$ cat src/rtl/owsp_pkg.sv
// Shared types and constants of the omni wheel speed packer.
package owsp_pkg;

  // Default width of the velocity command fields.
  localparam int VEL_WIDTH = 16;
  localparam int NUM_WHEELS = 4;
  localparam int QBITS = 7;
  localparam int COEF_WIDTH = 16;
  localparam int FRAC_BITS = 14;
  localparam int SPIN_SHIFT = 6;

  localparam logic [6:0] BYTE_FULL = 7'd127;
  localparam logic [15:0] DRIBBLE_ON_VALUE = 16'd255;
  // Dribble numerator: full byte times the dribble-on value.
  localparam logic [22:0] DRIBBLE_NUM = 23'd32385;

  // Register reset values.
  localparam logic [31:0] COEF_RESET = 32'd0;
  localparam logic [15:0] SPIN_RESET = 16'd256;
  localparam logic [15:0] MAX_SPEED_RESET = 16'd32767;
  localparam logic [7:0] ROBOT_ID_RESET = 8'd0;

  typedef enum logic [2:0] {
    REG_COEF_0    = 3'd0,
    REG_COEF_1    = 3'd1,
    REG_COEF_2    = 3'd2,
    REG_COEF_3    = 3'd3,
    REG_SPIN      = 3'd4,
    REG_MAX_SPEED = 3'd5,
    REG_ROBOT_ID  = 3'd6
  } owsp_reg_e;

  // Control that travels with each beat through the pipeline.
  typedef struct packed {
    logic                  valid;
    logic                  invalid;
    logic                  dribble;
    logic [NUM_WHEELS-1:0] pos;
    logic                  dzero;
  } owsp_ctl_t;

endpackage

$ cat src/rtl/owsp_div.sv
// Pipelined restoring divider giving a seven-bit quotient, one bit per stage.
module owsp_div #(
  parameter int DenWidth = 40
) (
  input  logic                                  clk_i,
  input  logic                                  en_i,
  input  logic [DenWidth+owsp_pkg::QBITS-1:0]   num_i,
  input  logic [DenWidth-1:0]                   den_i,
  output logic [owsp_pkg::QBITS-1:0]            q_o
);

  localparam int STEPS = owsp_pkg::QBITS;
  localparam int NW = DenWidth + STEPS;

  logic [NW-1:0]       r_q [STEPS];
  logic [DenWidth-1:0] d_q [STEPS];
  logic [STEPS-1:0]    q_q [STEPS];

  for (genvar j = 0; j < STEPS; j++) begin : g_step
    logic [NW-1:0]       r_in, cmp;
    logic [DenWidth-1:0] d_in;
    logic [STEPS-1:0]    q_in;
    logic                ge;

    // The first stage takes the operands, later stages take the previous stage.
    if (j == 0) begin : g_first
      assign r_in = num_i;
      assign d_in = den_i;
      assign q_in = '0;
    end else begin : g_next
      assign r_in = r_q[j-1];
      assign d_in = d_q[j-1];
      assign q_in = q_q[j-1];
    end

    // Each stage tries one shifted copy of the denominator.
    assign cmp = NW'(d_in) << (STEPS - 1 - j);
    assign ge  = (r_in >= cmp);

    always_ff @(posedge clk_i) begin
      if (en_i) begin
        r_q[j] <= ge ? (r_in - cmp) : r_in;
        d_q[j] <= d_in;
        q_q[j] <= q_in | (STEPS'(ge) << (STEPS - 1 - j));
      end
    end
  end

  assign q_o = q_q[STEPS-1];

endmodule

$ cat config.mk
export PLATFORM = sky130hd
export DESIGN_NAME = owsp_div
export DESIGN_NICKNAME = d
export VERILOG_FILES = /design/src/rtl/owsp_pkg.sv /design/src/rtl/owsp_div.sv
export SDC_FILE = /design/constraint.sdc
export NUM_CORES = 1
export LEC_CHECK = 0
export BUFFER_PORTS_ARGS = -buffer_cell sky130_fd_sc_hd__buf_4
export CAP_MARGIN = 20
export CORE_AREA = 8 8 263 265
export DETAILED_ROUTE_END_ITERATION = 10
export DIE_AREA = 0 0 271 273
export GPL_ROUTABILITY_DRIVEN = 1
export GPL_TIMING_DRIVEN = 0
export MAX_ROUTING_LAYER = met4
export PLACE_DENSITY = 0.76
export SLEW_MARGIN = 20
export SYNTH_ARGS = -nofsm -noshare
export SYNTH_HDL_FRONTEND = slang
export SYNTH_SLANG_ARGS = --single-unit
$ cat constraint.sdc
create_clock -name clk_i -period 8.6 [get_ports clk_i]
set_input_delay 2.15 -clock clk_i [delete_from_list [all_inputs] [get_ports clk_i]]
set_output_delay 2.15 -clock clk_i [all_outputs]
set_load 0.01 [all_outputs]
; Yosys cells after proc, flatten, opt, wreduce, memory -nomap -nowiden
; Memories as Yosys holds them, arrays and structs flattened.
; Index checks and enable logic that the tools add are counted.
[word_totals]
register_bits = 0
latchBits = 0
ram_bits = 658
mem_bits_ro = 0
inputBits = 89
out_inout_bits = 7
n_memories = 3
[memory_table]
columns = memory, depth, width, read_ports, rd_clocked_by_memory_dff, write_ports, line
row1 = r_q, 7, 47, 6, 0, 7, owsp_div.sv:15  ; logic [NW-1:0] r_q [STEPS];
row2 = d_q, 7, 40, 6, 0, 7, owsp_div.sv:16  ; logic [DenWidth-1:0] d_q [STEPS];
row3 = q_q, 7, 7, 7, 0, 7, owsp_div.sv:17  ; logic [STEPS-1:0] q_q [STEPS];
[classes]
add_sub_neg = 7
multipliers = 0
n_div = 0
magnitude_cmp = 7
eq_ne = 0
shift = 0
mux = 9
n_bitwise = 6
n_reduce_logical = 0
[op_table]
columns = cell, n
row1 = 2-to-1 mux 47 bit, 7
row2 = greater-or-equal comparator 47 x 40 -> 1 bit, 1
row3 = greater-or-equal comparator 47 x 41 -> 1 bit, 1
row4 = greater-or-equal comparator 47 x 42 -> 1 bit, 1
row5 = greater-or-equal comparator 47 x 43 -> 1 bit, 1
row6 = greater-or-equal comparator 47 x 44 -> 1 bit, 1
row7 = greater-or-equal comparator 47 x 45 -> 1 bit, 1
row8 = greater-or-equal comparator 47 x 46 -> 1 bit, 1
row9 = subtractor 47 x 40 -> 47 bit, 1
row10 = subtractor 47 x 41 -> 47 bit, 1
row11 = subtractor 47 x 42 -> 47 bit, 1
row12 = subtractor 47 x 43 -> 47 bit, 1
row13 = subtractor 47 x 44 -> 47 bit, 1
row14 = subtractor 47 x 45 -> 47 bit, 1
row15 = subtractor 47 x 46 -> 47 bit, 1
row16 = bitwise OR 7 x 1 -> 7 bit, 1
row17 = bitwise OR 7 x 2 -> 7 bit, 1
row18 = bitwise OR 7 x 3 -> 7 bit, 1
row19 = bitwise OR 7 x 4 -> 7 bit, 1
row20 = bitwise OR 7 x 5 -> 7 bit, 1
row21 = bitwise OR 7 x 6 -> 7 bit, 1
row22 = 2-to-1 mux 1 bit, 2

; Logic depth before layout (Yosys ltp)
; Gate-level depths: netlist (run 1).
; An unclocked memory read counts as a cell.
[depth]
ltp_word = 3
mapped_depth = 16
depth_no_buf = 13

; Worst setup path after synthesis (run 1)
; OpenSTA, ideal clock, no wires.
[synth_path]
kind = input -> register
start = input port den_i[28]
end = memory r_q[0][26] (netlist name) (data pin)
setup_ns = 0.260
t_arrival_ns = 4.741
required_time_ns = 8.340
slack_ns = 3.600
path_stages = 15
n_path_buf = 3
path_cell_list = inv_1 ha_1 buf_2 nand4_1 or4_1 nor4_1 a221o_1 a21oi_1 o21ai_1 inv_2 and2_1 buf_2 inv_4 buf_6 mux2_2
[synth_lines]
columns = item, line
row1 = "start, declared", owsp_div.sv:8  ; input logic [DenWidth-1:0] den_i,
row2 = "end, declared", owsp_div.sv:15

==> out/qor.yml, run 1 <==
cp_max_fo: 10
layout_setup_ws_ns: 2.87
seq_area_um2: 16500
hold_ws_ns: 0.413
final_antenna_net_count: 0
syn_inst: 3492
switching_power_w: 0.00445
p_leak_nw: 16.2
min_period_over_period_pct: 66.7
clk_path_buf_depth: 3
io_pins: 96
criticalPathCategory: "in -> reg"
synthMuxAreaShare_pct: 2.76
p_int_w: 0.00757
synthAdderAreaFrac_pct: 10.2
io_buffers: 95
tns_ns: 0
first_iter_violations: 1899
grt_setup_unrepaired: "no"
min_period_ns: 5.73
synthArstFlopShare_pct: 0
die-area_um2: 74000
dominantRegCellSynth: "edfxtp_1"
synth-compound-area-share_pct: 17.9
drc: 0
synth_area_um2: 35400
pwr-share-seq_pct: 35.7
grt_pass1_vias: 25200
dpl_worst_slack_ns: 2.13
cp-startpoint: "den_i[14]"
wl_per_cell_um: 18.4
worstSetupStartpointType: "primary input"
place.gp.congestion: 0.923
rows: 94
placed_cells: 4457
max_freq_mhz: 174
die_x_um: 271
grt_overflow: 0
cts_tree: "yes"
synth-seq-area-share_pct: 46.7
fin_skew_ns: 0.0183
power_density_nw_per_um2: 306
coreArea_um2: 65000
synth_edf_count: 550
cp_num_buf_inv: 6
antenna_found_initial: 0
final_cell_mix: "550 x edfxtp_1, 351 x inv_1, 335 x nand2_1"
crit-reg2reg-launch: "r_q[2][3]"
cts-resized-gates: 0
setup_viol: 0
grtUsageTotal_pct: 22.8
vias: 25900
final_cells: 4564
yosysWarningCount: 0
synth_area_leaders: "edfxtp_1 47%, ha_1 9.9%, a21oi_1 3.8%, o21ai_0 3.8%, inv_1 3.7%"
synthToLayoutAreaGrowth_pct: 11.0
synth_top_cell_area_share_pct: 46.7
drv_cap: 0
cts_max_level: 2
drive_gt1_share_pct: 8.51
path_cells: "buf_4, inv_1, ha_1, clkbuf_1, nand4_1, a2111oi_2, o21ai_1, a211oi_1, o211ai_2, and2_1, buf_2, inv_4, buf_6, mux2_1"
power_frac_comb_pct: 43.1
cp.required_ns: 8.96
hold_viol_final: 0
grt_pass1_wl_um: 133000
ys_seq_elements: 550
clock_latency_ns: 0.63
numClockSinks: 550
final_common_cell: "edfxtp_1"
max_slew.worst_pin.slew_ns: 0.897
multi_input_area_um2: 17000
fillers: 5552
post_cts_buffers: 0
die_height_um: 273
synth_top_family_by_area: "compound AO/OA/AOI/OAI gates"
firstDrtPassIters: 6
slew_headroom_pct: 39.4
cp-end-kind: "flip-flop"
ctsHoldBuffers: 0
sw_frac_of_total_pct: 37.0
cp_top_family: "compound AO/OA/AOI/OAI gates"
postSynthAreaPerCell_um2: 10.1
grt_max_degree: 107
synth-simple-area-share_pct: 11.6
routed_via_density: 5.67
synth.distinct_cells: 81
layout.nets: 4027
diodes: 0
hpwl_um: 67500
fin_util_pct: 60.4
synth-xor-area-share_pct: 5.50
synth_top_cell_by_area: "edfxtp_1"
cp.arrival_ns: 6.09
clkPwrFrac_pct: 21.2
hold_class: "reg -> reg"
hp-start: "q_q[2][5]"
wl_um: 83800
final_max_slew_viol_count: 0
synth.net_count: 3867
outcome: "finished, final reports clean"
slowest_delay_ns: 0.63
clk_pin_slew_ns: 0.06
crit_slowest_cell: "a2111oi_2"
ir_drop_v: 0.000198
cts_buffers: 57
initial_utilization_pct: 54.4
root_buffer: "clkbuf_16"
-- state kept, by name, summed over array words and instances (netlist names) --
name,count
r_q,282
d_q,240
q_q,28
-- power groups by stage --
stage | Combinational, W | Clock [W] | Sequential [W]
2_1_floorplan | 0.00395 | 0 | 0.00415
5_1_grt | 0.00578 | 0.00270 | 0.00435
6_report | 0.00518 | 0.00254 | 0.00429
3_5_place_dp | 0.00510 | 0 | 0.00434
3_3_place_gp | 0.00505 | 0 | 0.00435
4_1_cts | 0.00514 | 0.00260 | 0.00428
-- worst paths after layout --
kind | end | slack (ns) | depth (start not counted)
max | r_q[0][42] | 2.87 | 14
min | q_q[3][5] | 0.41 | 0
max reg2reg | r_q[3][39] | 3.70 | 15
min reg2reg | q_q[3][5] | 0.41 | 0
-- routing by layer --
metal / track usage [%] / up-vias / share of wire (%)
met5: - / - / 0
met2: 37.5 / 747 / 47
li1: - / 13100 / -
met1: 27.8 / 11800 / 43
met4: 12.0 / 0 / 6.0
met3: 2.35 / 184 / 4.0
-- cell type report --
| cell class | instances | area share (%) |
|---|---|---|
| multi-input cells | 2461 | 43.3 |
| flip-flops and latches | 550 | 42.1 |
| clock buffers | 66 | 3.72 |
| inverters | 353 | 3.38 |
| well taps | 864 | 2.75 |
| repair buffers | 101 | 2.20 |
| plain buffers | 128 | 1.37 |
| clock inverters | 41 | 1.28 |
-- cell usage after synthesis, drive strengths merged, types with 10 or more instances --
cell,instances
a2111oi,11
a211oi,29
a21o,154
a21oi,271
a311oi,10
a31oi,27
and2,16
and3,26
buf,33
clkbuf,95
edfxtp,550
ha,280
inv,353
mux2,80
nand2,335
nand2b,28
nand3,65
nand4,67
nor2,157
nor2b,31
nor3,54
nor4,28
o2111ai,10
o211ai,13
o21a,31
o21ai,280
o21bai,45
o31a,10
o31ai,24
or3,16
xnor2,122
xor2,100
-- worst register-to-register path: stages (launching register included) --
cell	delay [ns]
edfxtp_1	0.41
inv_1	0.08
ha_1	0.15
inv_1	0.05
fa_1	0.40
a21oi_1	0.22
o21ai_0	0.19
a21oi_1	0.38
nor3_1	0.18
o21ai_1	0.44
o41ai_1	0.18
nor2_1	0.29
buf_2	0.36
buf_2	0.38
buf_1	0.61
o21ai_0	0.27
-- logic make-up after synthesis --
group                    Yosys count
buffers and inverters            481
adder cells (fa/ha/maj)          286
AND/OR/NAND/NOR                  864
multiplexers                      87
XOR/XNOR                         222
AO/OA/AOI/OAI                   1002
flip-flops                       550
-- through the flow --
stage,area (um^2),total power [W]
after floorplan,35400,0.00810
after global placement,37200,0.00940
after detailed placement,37300,0.00944
after CTS,39300,0.0120
after global routing,39300,0.0128
final,39300,0.0120
No activity file was read; power rests on OpenSTA's default activity.
==> run 2: changes to the inputs <==
--- a/config.mk
+++ b/config.mk
@@ -13,7 +13,7 @@
 export GPL_ROUTABILITY_DRIVEN = 1
 export GPL_TIMING_DRIVEN = 0
 export MAX_ROUTING_LAYER = met4
-export PLACE_DENSITY = 0.76
+export PLACE_DENSITY = 0.79
 export SLEW_MARGIN = 20
 export SYNTH_ARGS = -nofsm -noshare
 export SYNTH_HDL_FRONTEND = slang
==> constraint.sdc (replaced) <==
create_clock -name clk_i -period 4.7 [get_ports clk_i]
set_input_delay 1.175 -clock clk_i [delete_from_list [all_inputs] [get_ports clk_i]]
set_output_delay 1.175 -clock clk_i [all_outputs]
set_load 0.01 [all_outputs]
==> run 2 against run 1 <==
  * Cell area is essentially flat
  * Utilization is essentially flat
  * Die area is the same
  * Critical path type is now reg -> reg
==> out/qor.yml, run 2 (synthesis results as in run 1) <==
outcome: "finished, final reports clean"
grt_setup_unrepaired: "no"
first_iter_violations: 1791  # -5.7%
cts_buffers: 57  # unchanged
routed_via_density: 5.70  # +0.59%
root_buffer: "clkbuf_16"
io_buffers: 95  # unchanged
placed_cells: 4456  # -0.022%
cp.arrival_ns: 4.95  # -1.14 ns
rows: 94  # unchanged
drv_cap: 0  # unchanged
grt_overflow: 0  # unchanged
power_density_nw_per_um2: 558  # +82%
hold_class: "reg -> reg"
antenna_found_initial: 0  # unchanged
final_antenna_net_count: 0  # unchanged
die_height_um: 273  # unchanged
p_leak_nw: 16.1  # -0.26%
final_cell_mix: "550 x edfxtp_1, 351 x inv_1, 335 x nand2_1"
setup_viol: 0  # unchanged
tns_ns: 0  # unchanged
largest_reg_flops: 282  # unchanged
largestRegisters: "r_q (282), d_q (240), q_q (28)"
grtUsageTotal_pct: 22.9  # +0.15 points
layout_setup_ws_ns: 0.102  # -2.76 ns
dpl_worst_slack_ns: -0.824  # -2.95 ns
max_slew.worst_pin.slew_ns: 1.09  # +0.195 ns
final_cells: 4559  # -0.11%
grt_pass1_wl_um: 134000  # +0.67%
vias: 26000  # +0.48%
final_max_slew_viol_count: 0  # unchanged
synthToLayoutAreaGrowth_pct: 11.0  # about the same
layout.nets: 4025  # -0.050%
criticalPathCategory: "reg -> reg"
max_freq_mhz: 217
slew_headroom_pct: 26.5  # -13 points
hpwl_um: 67900  # +0.58%
fillers: 5487  # -1.2%
cp-end-kind: "flip-flop"
hold_viol_final: 0  # unchanged
power_w: 0.0219  # +82%
cp.required_ns: 5.05  # -3.91 ns
diodes: 0  # unchanged
clk_pin_slew_ns: 0.06  # about the same
cts_tree: "yes"
wl_um: 84700  # +0.99%
clk_path_buf_depth: 3  # unchanged
cts_max_level: 2  # unchanged
worstSetupStartpointType: "flip-flop"
coreArea_um2: 65000  # unchanged
die-area_um2: 74000  # unchanged
initial_utilization_pct: 54.4  # unchanged
grt_max_degree: 109  # +1.9%
ctsHoldBuffers: 0  # unchanged
max_flop_register: "r_q"
min_period_over_period_pct: 97.8
drive_gt1_share_pct: 8.74  # +0.23 points
numClockSinks: 550  # unchanged
firstDrtPassIters: 5  # -1
cp_max_fo: 10  # unchanged
fin_util_pct: 60.3  # about the same
fin_skew_ns: 0.0222  # +0.00396 ns
min_period_ns: 4.60
ir_drop_v: 0.000353  # +78%
drc: 0  # unchanged
wl_per_cell_um: 18.6  # +1.1%
die_x_um: 271  # unchanged
grt_pass1_vias: 25400  # +0.76%
io_pins: 96  # unchanged
clock_latency_ns: 0.62  # about the same
final_common_cell: "edfxtp_1"
place.gp.congestion: 0.924  # about the same
## run 2: cell types whose count changed in the layout (fill, tap and decap cells not counted), sizes merged
cell and delta:
clkinvlp +4, inv +2, clkbuf -1, bufinv -4, clkinv -4, buf -2
## run 2: report_power, final
| group | internal, W | switching, W |
|---|---|---|
| combinational | 0.00394 | 0.00560 |
| clock | 0.00261 | 0.00188 |
| sequential | 0.00712 | 0.000725 |
| total | 0.0137 | 0.00821 |
## run 2: metrics by stage
stage               area, um^2  hold slack (ns)
floorplan                35400            0.400
global placement         37200            0.401
detailed placement       37300            0.405
CTS                      39200            0.419
global route             39200            0.422
finish                   39200            0.418
## run 2: cell type report
cell class	count	area [um^2]	share of cell area [%]
plain buffers	127	538	1.37
clock buffers	65	1480	3.77
clock inverters	39	414	1.06
inverters	353	1330	3.38
multi-input cells	2461	17000	43.4
flip-flops and latches	550	16500	42.1
well taps	864	1080	2.75
repair buffers	100	858	2.19
## run 2: worst paths after layout
kind | cells past startpoint | to | slack, ns | from
setup reg to reg | 10 | r_q[2][41] | 0.10 | r_q[1][16]
setup / recovery | 10 | r_q[2][41] | 0.10 | r_q[1][16]
hold reg to reg | 0 | q_q[3][4] | 0.42 | q_q[2][4]
hold / removal | 0 | q_q[3][4] | 0.42 | q_q[2][4]
## run 2: layer usage
layer / vias to the layer above / routed length (um) / GRT usage [%]
met3: 175 / 3290 / 2.48
met2: 687 / 40700 / 39.0
met5: - / 0 / -
li1: 13100 / - / -
met1: 12000 / 36500 / 27.6
met4: 0 / 4170 / 9.97
## run 2: critical path, cell delays in order (launching register included)
cell and delay [ns]:
edfxtp_1 0.40, ha_1 0.30, clkbuf_1 0.28, nand3_1 0.23, nor3_1 0.53, nand3_1 0.37
o21ai_0 0.57, nor3_1 0.14, a21oi_1 0.62, buf_2 0.48, mux2_2 0.39
## run 2: what timing repair did
action	4_1_cts	5_1_grt
buffers inserted	0	0
endpoints found under the hold margin	0	0
setup endpoints to repair	46	74
gates resized for setup	5	5
